[src/rtl/button_click_event_detector_top_assert.svh]
// Assertion macros used by the button click detector top level.
`ifndef BUTTON_CLICK_EVENT_DETECTOR_TOP_ASSERT_SVH
`define BUTTON_CLICK_EVENT_DETECTOR_TOP_ASSERT_SVH

// Check a property on clk_i, skipped while rst_ni is low.
`define BCED_ASSERT(lbl, prop, msg) \
  lbl: assert property (@(posedge clk_i) disable iff (!rst_ni) prop) \
    else $error(msg);

// Check a property on clk_i at every edge, reset included.
`define BCED_ASSERT_ALWAYS(lbl, prop, msg) \
  lbl: assert property (@(posedge clk_i) prop) else $error(msg);

`endif

[src/rtl/bced_pkg.sv]
// Types and constants of the button click detector.
package bced_pkg;

  localparam int unsigned APB_AW = 5;

  typedef enum logic [2:0] {
    REG_DEBOUNCE = 3'd0,
    REG_SHORT    = 3'd1,
    REG_LONG     = 3'd2,
    REG_ACTIVE   = 3'd3,
    REG_INVERT   = 3'd4
  } reg_idx_e;

  typedef enum logic [2:0] {
    PS_IDLE    = 3'd0,
    PS_PRESSED = 3'd1,
    PS_WAIT    = 3'd2,
    PS_AGAIN   = 3'd3,
    PS_HOLD    = 3'd5
  } press_e;

  typedef enum logic [2:0] {
    EV_DOWN       = 3'd0,
    EV_UP         = 3'd1,
    EV_SINGLE     = 3'd2,
    EV_DOUBLE     = 3'd3,
    EV_LONG_START = 3'd4,
    EV_LONG_HOLD  = 3'd5,
    EV_NONE       = 3'd6
  } event_e;

  typedef enum logic [1:0] {
    ACT_NONE   = 2'd0,
    ACT_SHORT  = 2'd1,
    ACT_DOUBLE = 2'd2,
    ACT_LONG   = 2'd3
  } act_e;

  localparam logic OP_TICK = 1'b0;
  localparam logic OP_INIT = 1'b1;

  typedef struct packed {
    logic       opcode;
    logic [4:0] button_index;
    logic       raw_level;
  } in_item_t;

  typedef struct packed {
    logic [4:0] button_number;
    logic [2:0] event_code;
    logic [1:0] action;
  } out_item_t;

  typedef struct packed {
    logic [2:0]  debounce_ticks;
    logic [15:0] short_ticks;
    logic [15:0] long_ticks;
    logic        press_polarity;
    logic [31:0] invert_mask;
  } cfg_t;

  typedef struct packed {
    press_e      press_state;
    logic [15:0] tick_count;
    logic [3:0]  repeat_count;
    logic [2:0]  debounce_count;
    logic        stable_level;
    event_e      last_event;
  } entry_t;

  localparam entry_t ENTRY_RESET = '{
    press_state:    PS_IDLE,
    tick_count:     16'd0,
    repeat_count:   4'd0,
    debounce_count: 3'd0,
    stable_level:   1'b0,
    last_event:     EV_NONE
  };

  localparam cfg_t CFG_RESET = '{
    debounce_ticks: 3'd3,
    short_ticks:    16'd60,
    long_ticks:     16'd200,
    press_polarity: 1'b0,
    invert_mask:    32'd0
  };

endpackage

[src/rtl/bced_regs.sv]
// APB register file holding the detector configuration.
module bced_regs (
  input  logic                       clk_i,
  input  logic                       rst_ni,
  input  logic                       psel,
  input  logic                       penable,
  input  logic                       pwrite,
  input  logic [bced_pkg::APB_AW-1:0] paddr,
  input  logic [31:0]                pwdata,
  output logic [31:0]                prdata,
  output logic                       pready,
  output bced_pkg::cfg_t             cfg_o
);
  import bced_pkg::*;

  cfg_t     cfg_q;
  cfg_t     cfg_d;
  reg_idx_e idx;
  logic     wr_en;

  assign pready = 1'b1;
  assign idx    = reg_idx_e'(paddr[APB_AW-1:2]);
  assign wr_en  = psel && penable && pwrite && pready;
  assign cfg_o  = cfg_q;

  always_comb begin
    cfg_d = cfg_q;
    if (wr_en) begin
      unique case (idx)
        REG_DEBOUNCE: cfg_d.debounce_ticks = pwdata[2:0];
        REG_SHORT:    cfg_d.short_ticks    = pwdata[15:0];
        REG_LONG:     cfg_d.long_ticks     = pwdata[15:0];
        REG_ACTIVE:   cfg_d.press_polarity = pwdata[0];
        REG_INVERT:   cfg_d.invert_mask    = pwdata;
        default:      ;
      endcase
    end
  end

  always_comb begin
    unique case (idx)
      REG_DEBOUNCE: prdata = {29'd0, cfg_q.debounce_ticks};
      REG_SHORT:    prdata = {16'd0, cfg_q.short_ticks};
      REG_LONG:     prdata = {16'd0, cfg_q.long_ticks};
      REG_ACTIVE:   prdata = {31'd0, cfg_q.press_polarity};
      REG_INVERT:   prdata = cfg_q.invert_mask;
      default:      prdata = 32'd0;
    endcase
  end

  always_ff @(posedge clk_i or negedge rst_ni) begin
    if (!rst_ni) begin
      cfg_q <= CFG_RESET;
    end else begin
      cfg_q <= cfg_d;
    end
  end

endmodule

[src/rtl/bced_state_mem.sv]
// Per-button state memory with registered read, valid bits and write forwarding.
module bced_state_mem #(
  parameter int unsigned BUTTONS = 32,
  parameter int unsigned IDX_W   = 5
) (
  input  logic                clk_i,
  input  logic                rst_ni,
  input  logic                rd_en_i,
  input  logic [IDX_W-1:0]    rd_addr_i,
  output bced_pkg::entry_t    rd_data_o,
  input  logic                wr_en_i,
  input  logic [IDX_W-1:0]    wr_addr_i,
  input  bced_pkg::entry_t    wr_data_i
);
  import bced_pkg::*;

  entry_t             mem [BUTTONS];
  logic [BUTTONS-1:0] valid_q;
  entry_t             rd_q;
  logic               rd_valid_q;
  logic [IDX_W-1:0]   rd_addr_q;
  entry_t             fwd_q;
  logic [IDX_W-1:0]   fwd_addr_q;
  logic               fwd_valid_q;

  always_ff @(posedge clk_i) begin
    if (wr_en_i) begin
      mem[wr_addr_i] <= wr_data_i;
    end
    if (rd_en_i) begin
      rd_q <= mem[rd_addr_i];
    end
    if (wr_en_i) begin
      fwd_q      <= wr_data_i;
      fwd_addr_q <= wr_addr_i;
    end
  end

  always_ff @(posedge clk_i or negedge rst_ni) begin
    if (!rst_ni) begin
      valid_q     <= '0;
      rd_valid_q  <= 1'b0;
      rd_addr_q   <= '0;
      fwd_valid_q <= 1'b0;
    end else begin
      if (wr_en_i) begin
        valid_q[wr_addr_i] <= 1'b1;
        fwd_valid_q        <= 1'b1;
      end
      if (rd_en_i) begin
        rd_valid_q <= valid_q[rd_addr_i];
        rd_addr_q  <= rd_addr_i;
      end
    end
  end

  // The forward register always holds the latest write, so it wins on a match.
  always_comb begin
    if (fwd_valid_q && (fwd_addr_q == rd_addr_q)) begin
      rd_data_o = fwd_q;
    end else if (rd_valid_q) begin
      rd_data_o = rd_q;
    end else begin
      rd_data_o = ENTRY_RESET;
    end
  end

endmodule

[src/rtl/bced_update.sv]
// Debounce and press state machine step for one button entry.
module bced_update (
  input  bced_pkg::entry_t cur_i,
  input  logic             init_i,
  input  logic             level_i,
  input  bced_pkg::cfg_t   cfg_i,
  output bced_pkg::entry_t nxt_o,
  output bced_pkg::act_e   act_o
);
  import bced_pkg::*;

  entry_t     nxt;
  logic [2:0] dc_inc;
  logic [3:0] rep_inc;
  logic       pressed;

  assign dc_inc  = cur_i.debounce_count + 3'd1;
  assign rep_inc = cur_i.repeat_count + 4'd1;

  always_comb begin
    nxt     = cur_i;
    act_o   = ACT_NONE;
    pressed = 1'b0;
    if (init_i) begin
      nxt              = ENTRY_RESET;
      nxt.stable_level = level_i;
    end else begin
      if (cur_i.press_state != PS_IDLE) begin
        nxt.tick_count = cur_i.tick_count + 16'd1;
      end
      if (level_i != cur_i.stable_level) begin
        if (dc_inc >= cfg_i.debounce_ticks) begin
          nxt.stable_level   = level_i;
          nxt.debounce_count = 3'd0;
        end else begin
          nxt.debounce_count = dc_inc;
        end
      end else begin
        nxt.debounce_count = 3'd0;
      end
      pressed = (nxt.stable_level == cfg_i.press_polarity);

      unique case (cur_i.press_state)
        PS_IDLE: begin
          if (pressed) begin
            nxt.last_event   = EV_DOWN;
            nxt.tick_count   = 16'd0;
            nxt.repeat_count = 4'd1;
            nxt.press_state  = PS_PRESSED;
          end else begin
            nxt.last_event = EV_NONE;
          end
        end
        PS_PRESSED: begin
          if (!pressed) begin
            nxt.last_event  = EV_UP;
            nxt.tick_count  = 16'd0;
            nxt.press_state = PS_WAIT;
          end else if (nxt.tick_count > cfg_i.long_ticks) begin
            nxt.last_event  = EV_LONG_START;
            act_o           = ACT_LONG;
            nxt.press_state = PS_HOLD;
          end
        end
        PS_WAIT: begin
          if (pressed) begin
            nxt.last_event   = EV_DOWN;
            nxt.repeat_count = rep_inc;
            if (rep_inc == 4'd2) begin
              act_o = ACT_DOUBLE;
            end
            nxt.tick_count  = 16'd0;
            nxt.press_state = PS_AGAIN;
          end else if (nxt.tick_count > cfg_i.short_ticks) begin
            if (cur_i.repeat_count == 4'd1) begin
              nxt.last_event = EV_SINGLE;
              act_o          = ACT_SHORT;
            end else if (cur_i.repeat_count == 4'd2) begin
              nxt.last_event = EV_DOUBLE;
            end
            nxt.press_state = PS_IDLE;
          end
        end
        PS_AGAIN: begin
          if (!pressed) begin
            nxt.last_event = EV_UP;
            if (nxt.tick_count < cfg_i.short_ticks) begin
              nxt.tick_count  = 16'd0;
              nxt.press_state = PS_WAIT;
            end else begin
              nxt.press_state = PS_IDLE;
            end
          end
        end
        PS_HOLD: begin
          if (pressed) begin
            nxt.last_event = EV_LONG_HOLD;
          end else begin
            nxt.last_event  = EV_UP;
            nxt.press_state = PS_IDLE;
          end
        end
        default: ;
      endcase
    end
    nxt_o = nxt;
  end

endmodule

[src/rtl/button_click_event_detector_top.sv]
// Top level of the multi-button click, double click and long press detector.
//
//  port group        | dir | handshake                      | payload
//  ------------------+-----+--------------------------------+----------------------
//  sample / init in  | in  | in_valid_i / in_ready_o        | in_data_i  (in_item_t)
//  event result out  | out | out_valid_o / out_ready_i      | out_data_o (out_item_t)
//  configuration     | in  | psel, penable, pwrite / pready | paddr, pwdata, prdata
//
// One item per cycle sustained while the output is not stalled.
// Stage one reads the button entry from the single state memory (registered
// read); stage two updates it, writes it back and loads the output
// register. A write forward register covers back-to-back items on one button.
// Reset clears control state and the per-entry valid bits; no clearing pass.
// With the output stalled, one item may still enter and wait in stage two.
module button_click_event_detector_top #(
  parameter int unsigned BUTTONS = 32
) (
  input  logic                        clk_i,
  input  logic                        rst_ni,
  input  logic                        in_valid_i,
  output logic                        in_ready_o,
  input  bced_pkg::in_item_t          in_data_i,
  output logic                        out_valid_o,
  input  logic                        out_ready_i,
  output bced_pkg::out_item_t         out_data_o,
  input  logic                        psel,
  input  logic                        penable,
  input  logic                        pwrite,
  input  logic [bced_pkg::APB_AW-1:0] paddr,
  input  logic [31:0]                 pwdata,
  output logic [31:0]                 prdata,
  output logic                        pready
);
  import bced_pkg::*;

  localparam int unsigned IDX_W = (BUTTONS > 1) ? $clog2(BUTTONS) : 1;

  cfg_t       cfg;
  logic       in_fire;
  logic       s1_valid_q;
  in_item_t   s1_item_q;
  logic       s1_advance;
  logic       s1_in_range;
  logic       s1_level;
  entry_t     cur_entry;
  entry_t     nxt_entry;
  act_e       nxt_act;
  logic       mem_wr_en;
  logic       out_valid_q;
  out_item_t  out_q;
  out_item_t  out_d;

  bced_regs u_regs (
    .clk_i   (clk_i),
    .rst_ni  (rst_ni),
    .psel    (psel),
    .penable (penable),
    .pwrite  (pwrite),
    .paddr   (paddr),
    .pwdata  (pwdata),
    .prdata  (prdata),
    .pready  (pready),
    .cfg_o   (cfg)
  );

  assign s1_advance = s1_valid_q && (!out_valid_q || out_ready_i);
  assign in_ready_o = !s1_valid_q || s1_advance;
  assign in_fire    = in_valid_i && in_ready_o;

  assign s1_in_range = ({1'b0, s1_item_q.button_index} < 6'(BUTTONS));
  assign s1_level    = s1_item_q.raw_level ^ cfg.invert_mask[s1_item_q.button_index];
  assign mem_wr_en   = s1_advance && s1_in_range;

  bced_state_mem #(
    .BUTTONS (BUTTONS),
    .IDX_W   (IDX_W)
  ) u_mem (
    .clk_i     (clk_i),
    .rst_ni    (rst_ni),
    .rd_en_i   (in_fire),
    .rd_addr_i (in_data_i.button_index[IDX_W-1:0]),
    .rd_data_o (cur_entry),
    .wr_en_i   (mem_wr_en),
    .wr_addr_i (s1_item_q.button_index[IDX_W-1:0]),
    .wr_data_i (nxt_entry)
  );

  bced_update u_update (
    .cur_i   (cur_entry),
    .init_i  (s1_item_q.opcode == OP_INIT),
    .level_i (s1_level),
    .cfg_i   (cfg),
    .nxt_o   (nxt_entry),
    .act_o   (nxt_act)
  );

  always_comb begin
    out_d.button_number = s1_item_q.button_index;
    if (s1_in_range) begin
      out_d.event_code = nxt_entry.last_event;
      out_d.action     = nxt_act;
    end else begin
      out_d.event_code = EV_NONE;
      out_d.action     = ACT_NONE;
    end
  end

  always_ff @(posedge clk_i) begin
    if (in_fire) begin
      s1_item_q <= in_data_i;
    end
    if (s1_advance) begin
      out_q <= out_d;
    end
  end

  always_ff @(posedge clk_i or negedge rst_ni) begin
    if (!rst_ni) begin
      s1_valid_q  <= 1'b0;
      out_valid_q <= 1'b0;
    end else begin
      if (in_fire) begin
        s1_valid_q <= 1'b1;
      end else if (s1_advance) begin
        s1_valid_q <= 1'b0;
      end
      if (s1_advance) begin
        out_valid_q <= 1'b1;
      end else if (out_ready_i) begin
        out_valid_q <= 1'b0;
      end
    end
  end

  assign out_valid_o = out_valid_q;
  assign out_data_o  = out_q;

  `include "button_click_event_detector_top_assert.svh"

  `BCED_ASSERT(a_accept_reaches_s1, in_fire |=> s1_valid_q, "accepted transaction lost")
  `BCED_ASSERT(a_stall_cause,
      !in_ready_o |-> s1_valid_q && out_valid_q && !out_ready_i,
      "input stalled without cause")
  `BCED_ASSERT(a_long_event,
      out_valid_o && out_data_o.action == ACT_LONG |-> out_data_o.event_code == EV_LONG_START,
      "long action without long start")
  `BCED_ASSERT(a_short_event,
      out_valid_o && out_data_o.action == ACT_SHORT |-> out_data_o.event_code == EV_SINGLE,
      "short action without single event")
  `BCED_ASSERT_ALWAYS(a_no_stray_write,
      mem_wr_en |-> s1_valid_q && s1_in_range,
      "state write without a live in-range item")

endmodule

[config.mk]
export PLATFORM = sky130hd
export DESIGN_NAME = button_click_event_detector_top
export DESIGN_NICKNAME = d
export VERILOG_FILES = /design/src/rtl/bced_pkg.sv /design/src/rtl/bced_regs.sv /design/src/rtl/bced_state_mem.sv /design/src/rtl/bced_update.sv /design/src/rtl/button_click_event_detector_top.sv
export VERILOG_INCLUDE_DIRS = /design/src /design/src/rtl
export SDC_FILE = /design/constraint.sdc
export NUM_CORES = 1
export LEC_CHECK = 0
export BUFFER_PORTS_ARGS = -buffer_cell sky130_fd_sc_hd__buf_4
export CAP_MARGIN = 10
export CORE_MARGIN = 2
export CORE_UTILIZATION = 35
export DETAILED_ROUTE_END_ITERATION = 16
export SYNTH_ARGS = -nofsm -noshare
export SYNTH_HDL_FRONTEND = slang
export SYNTH_SLANG_ARGS = --single-unit
[constraint.sdc]
create_clock -name clk_i -period 8.51 [get_ports clk_i]
set_clock_uncertainty 0.05 [all_clocks]
set_input_delay 1.702 -clock clk_i [delete_from_list [all_inputs] [get_ports clk_i]]
set_output_delay 1.702 -clock clk_i [all_outputs]
set_load 0.05 [all_outputs]
# Word level (Yosys, flattened, before mapping)

Memory sizes are Yosys's and may differ from the RTL's. A register that Yosys moved wholly into a read port is not among the register bits.
Index checks and enable logic that the tools add are counted.

Add/sub/neg operators: 3
Order comparisons: 7
Equality and inequality tests: 14
Mux-type cells: 54
Bitwise gates (word level): 2
Reduce and logical (&&, ||, !) cells: 20

Operator list:

| cell                                                        | count |
|---|---|
| case mux 32 bit (5 select lines)                            | 1 |
| 2-to-1 mux 30 bit                                           | 3 |
| 2-to-1 mux 16 bit                                           | 4 |
| case mux 16 bit (4 select lines)                            | 1 |
| 2-to-1 mux 3 bit                                            | 16 |
| greater-than comparator 16 bit                              | 2 |
| OR 32 bit                                                   | 1 |
| case mux 3 bit (5 select lines)                             | 2 |
| 2-to-1 mux 23 bit                                           | 1 |
| 2-to-1 mux 20 bit                                           | 1 |
| 2-to-1 mux 19 bit                                           | 1 |
| adder 16 x 1 -> 16 bit (second input constant)              | 1 |
| less-than comparator 16 bit                                 | 1 |
| 2-to-1 mux 1 bit                                            | 13 |
| equality test 3 x 2 -> 1 bit (second input constant)        | 4 |
| less-than comparator 5 x 6 -> 1 bit (second input constant) | 2 |
| 2-to-1 mux 2 bit                                            | 6 |
| binary-select mux 1 bit (select 5 bit)                      | 2 |
| AND reduction 2 bit                                         | 5 |
| equality test 4 x 2 -> 1 bit (second input constant)        | 2 |
| case mux 4 bit (2 select lines)                             | 1 |
| equality test 3 x 1 -> 1 bit (second input constant)        | 2 |
| equality test 3 bit (second input constant)                 | 2 |
| logical AND 1 bit                                           | 6 |
| 16 further kinds                                            | 20 |

Bits in registers: 153
Bits in writable memories: 960
Output and inout port bits: 45
Memories kept: 1

Memory list:

| memory    | words | bits a word | rd ports | clocked after Yosys merged registers in | write ports | RTL line             | source |
|---|---|---|---|---|---|---|---|
| u_mem.mem | 32    | 30          | 1        | 1                                       | 1           | bced_state_mem.sv:17 | `entry_t mem [BUTTONS];` |

# Depth between registers and ports, before layout

Depth in word-level cells: 12
Depth in mapped cells: 23
Gate-level depth less buffers: 19

# Cells and area by module

A second synthesis with hierarchy kept.

Cells, all modules: 2,281
Area total of the unflattened synthesis: 46,649.7 um2

Modules (own cells, without submodules):

| module                          | times used | cells an instance | area an instance (um2) | sequential area each (um2) |
|---|---|---|---|---|
| bced_state_mem                  | 1          | 1,685             | 40,617.7               | 31,755.5 |
| bced_regs                       | 1          | 234               | 3,106.7                | 1,712.9 |
| bced_update                     | 1          | 294               | 1,993.2                | 0.0 |
| button_click_event_detector_top | 1          | 68                | 932.1                  | 560.5 |

# Worst setup path after synthesis

OpenSTA, ideal clock, no wires.

Path kind: reg-to-reg
From: reg u_mem.fwd_addr_q[1]
To: reg u_mem.fwd_q[0] (netlist name) (data pin)
Library setup time: 0.550 ns
Data arrival time: 6.239 ns
Required time: 7.910 ns
Setup slack: 1.671 ns
Stages on the path, launching flop included: 20
Buffers on the path: 2
Period minus slack after synthesis: 6.839 ns
Path through: edfxtp_1 > xnor2_1 > nand4_1 > nor2_1 > clkbuf_1 > buf_1 > nand2_1 > nand2_1 > ha_1 > o21ai_0 > or3_1 > xor2_1 > ha_1 > and4_1 > nand2_1 > or2_2 > o31a_1 > o32ai_1 > a311oi_1 > nor4_1

RTL lines:

| element                | RTL line             | source |
|---|---|---|
| from (decl)            | bced_state_mem.sv:23 | `logic [IDX_W-1:0] fwd_addr_q;` |
| from (signal assigned) | bced_state_mem.sv:35 | `fwd_addr_q <= wr_addr_i;` |
| to (signal assigned)   | bced_state_mem.sv:34 | `fwd_q <= wr_data_i;` |
| to (decl)              | bced_state_mem.sv:22 | `entry_t fwd_q;` |

==> impl_metrics.tcl <==
set metrics [dict create \
    outcome "completed" \
    cap_violations 0 \
    fin_setup_tns_ps 0 \
    syn-num-nets 2365 \
    cpLargestDelayFamily "simple AND/OR/NAND/NOR gates" \
    place_ws_ps 1380 \
    synth_top_cells_by_count "edfxtp_1, mux4_2, dfrtp_1, nand2_1, clkbuf_1" \
    power.leakage_nw 17.7 \
    ys_top_cells_by_area "edfxtp_1, mux4_2, dfrtp_1" \
    cts_tree "yes" \
    ioPinCount 96 \
    grt-ovfl-total 0 \
    cp.arrival_ps 7280 \
    synth_top_area_share_pct 67.6 \
    die_h_um 366 \
    grt_max_degree 107 \
    ys_types 60 \
    holdPathEnd "u_mem.valid_q[11]" \
    fin_ws_ps 1370 \
    cts-htree-levels 3 \
    die_area_um2 134000 \
    track_usage_pct 17.7 \
    start_util_pct 35.4 \
    layout-drive-gt1-share_pct 32.1 \
    reg2reg_from "u_mem.fwd_addr_q[1]" \
    end_kind "flip-flop" \
    avgSynthCellArea_um2 20.2 \
    dr_total_vias 23434 \
    path_cells "xnor2_1, and4_1, nand2_1, mux2i_1, o21ai_0, or3_1, xor2_1, ha_1, nand4_1, o221ai_1, a21o_1, nor4b_1, o21ai_0, and3_1, o2bb2ai_1, nand2_1" \
    slew_headroom_pct 11.9 \
    yosys_warnings 0 \
    period_minus_slack_ps 7140 \
    cts_hold_buf 0 \
    cts_buffers 114 \
    critPathMaxFanout 33 \
    area_growth_pct 15.5 \
    fin_crit_sh_pct 83.9 \
    start_kind "flip-flop" \
    power_density_nw_per_um2 251 \
    hp-class "reg2reg" \
    clk_path_buf_depth 3 \
    crit_type "reg2reg" \
    clk_pin_slew_ps 60 \
    rrSetupSlack_ps 1370 \
    worst_slew_pin_slew_ps 1320 \
    cts_sinks 1143 \
    first_pass_iters 6 \
    ctsResizeCount 0 \
    post_synth_inst_count 2272 \
    total_power_mw 13.3 \
    dp.cells 4047 \
    hpwl_um 66800 \
    clockRootBuffer "clkbuf_16" \
    rsz0062_at_grt "no" \
    grt_pass1_vias 23788 \
    ir_drop_v 0.000172 \
    synth.most_common_cell "edfxtp_1" \
    min-delay-start "u_mem.valid_q[11]" \
    synth_ff_type "edfxtp_1" \
    synthArstFlopShare_pct 9.54 \
    worstPathBufferInverterCount 0 \
    synth_edf_count 1034 \
    die_w_um 366 \
    postRouteAntennaNets 0 \
    stdcell_area_um2 53000 \
    hold_viol_final 0 \
    postPlaceCellArea_um2 49100 \
    hold_path_depth 1 \
    timing.rr.end "u_mem.mem[28][2]" \
    coreArea_um2 130000 \
    routedWlPerCell_um 28.0 \
    reg2reg_depth 16 \
    worstPathRequired_ps 8650 \
    wl_um 120000 \
    fin_nets 2522 \
    synth-seq-cells 1143 \
    post_cts_buffers 0 \
    drc_errors 0 \
    final-max-slew-violation-count 0 \
    crit_slowest_cell "mux2i_1" \
    grt_antenna_before_repair 1 \
    grt_pass1_wl_um 172000 \
    via_per_inst 5.49 \
    slowest_delay_ps 900 \
    numPortBuffers 92 \
    synth_top_cell_by_area "edfxtp_1" \
    fmax_mhz 140 \
    core.rowCount 132 \
    clk-insertion-delay-late_ps 720 \
    gp_congestion 0.940 \
    setup_viol 0 \
    final_cells 4272 \
    drt_iter0_drc 2837 \
    synth-seq-area-share_pct 73.6 \
    syn-cell-area_um2 45900 \
]
## metal layers
metal / vias to the layer above / track usage (%) / wire length (µm)
li1: 9620 / - / -
met1: 12598 / 25.0 / 51100
met2: 1019 / 27.9 / 56400
met3: 197 / 2.80 / 8640
met4: 0 / 5.94 / 3650
met5: - / 0 / 0
## how the worst max path moves through the flow
stage                         from                to  slack, ps  depth (start not counted)
3_5_place_dp   u_mem.fwd_addr_q[1]   u_mem.mem[3][1]       1380                         17
6_report       u_mem.fwd_addr_q[1]  u_mem.mem[28][2]       1370                         16
4_1_cts        u_mem.fwd_addr_q[1]  u_mem.mem[19][1]       1330                         17
2_1_floorplan  u_mem.fwd_addr_q[1]    u_mem.fwd_q[0]       1670                         19
5_1_grt        u_mem.fwd_addr_q[1]    u_mem.fwd_q[2]       1170                         16
3_3_place_gp   u_mem.fwd_addr_q[1]   u_mem.mem[4][1]       1700                         15
## final cells by class
class | instances | area, µm²
fillers | 11433 | 76800
clock inverters | 58 | 641
well taps | 1742 | 2180
inverters | 45 | 169
multi-input cells | 961 | 11800
flip-flops and latches | 1143 | 33800
diodes | 1 | 2.50
repair buffers | 164 | 1390
clock buffers | 158 | 3100
## flip-flops by register name, indices dropped and copies added, names as in the netlist, 2 cells and up
register          count
u_mem.fwd_q          30
u_mem.mem           960
u_mem.fwd_addr_q      5
out_d                 5
u_regs.cfg_o         68
s1_item_q             2
u_mem.rd_q           30
u_mem.valid_q        32
out_data_o            2
u_mem.rd_addr_q       5
## cell usage in the layout, fill, tap and decap left out, drive strengths merged, types with 19 or more instances in the layout
cell and instances:
inv 51, nand3 22, nor2 57, and3 40, o21ai 61, clkinv 38
xnor2 19, nand2 94, or2 34, a21oi 53, edfxtp 1034, buf 163
mux4 315, dfrtp 100, clkbuf 159, ha 42, mux2 76
## per-stage QoR
step	util, %	hold WS (ps)
after floorplan	-	384
after global placement	37.8	397
after detailed placement	37.8	401
after CTS	40.7	416
after global routing	40.9	433
final	40.9	417
## report_power, final
group          switching, mW  internal [mW]  leakage, nW
clock network           2.13           2.89         1.82
registers              0.121           6.60         11.0
logic                   1.00          0.562         4.96
total                   3.26           10.0         17.7
## cell families after synthesis
| kind of cell | share of synthesized area [%] |
|---|---|
| other | 0.00817 |
| AND/OR/NAND/NOR | 3.61 |
| AO/OA/AOI/OAI | 2.14 |
| multiplexers | 17.6 |
| buffers and inverters | 1.44 |
| XOR/XNOR | 0.477 |
| flip-flops | 73.6 |
| adder cells (fa/ha/maj) | 1.14 |
## worst register-to-register path: stages, from the launching register on
cell       delay (ps)
edfxtp_1          400
xnor2_1           260
and4_1            770
nand2_1           610
mux2i_1           910
o21ai_0           360
or3_1             440
xor2_1            210
ha_1              320
nand4_1           140
o221ai_1          200
a21o_1            200
nor4b_1           500
o21ai_0           250
and3_1            240
o2bb2ai_1         130
nand2_1           620
(Power assumes the default switching activity.)
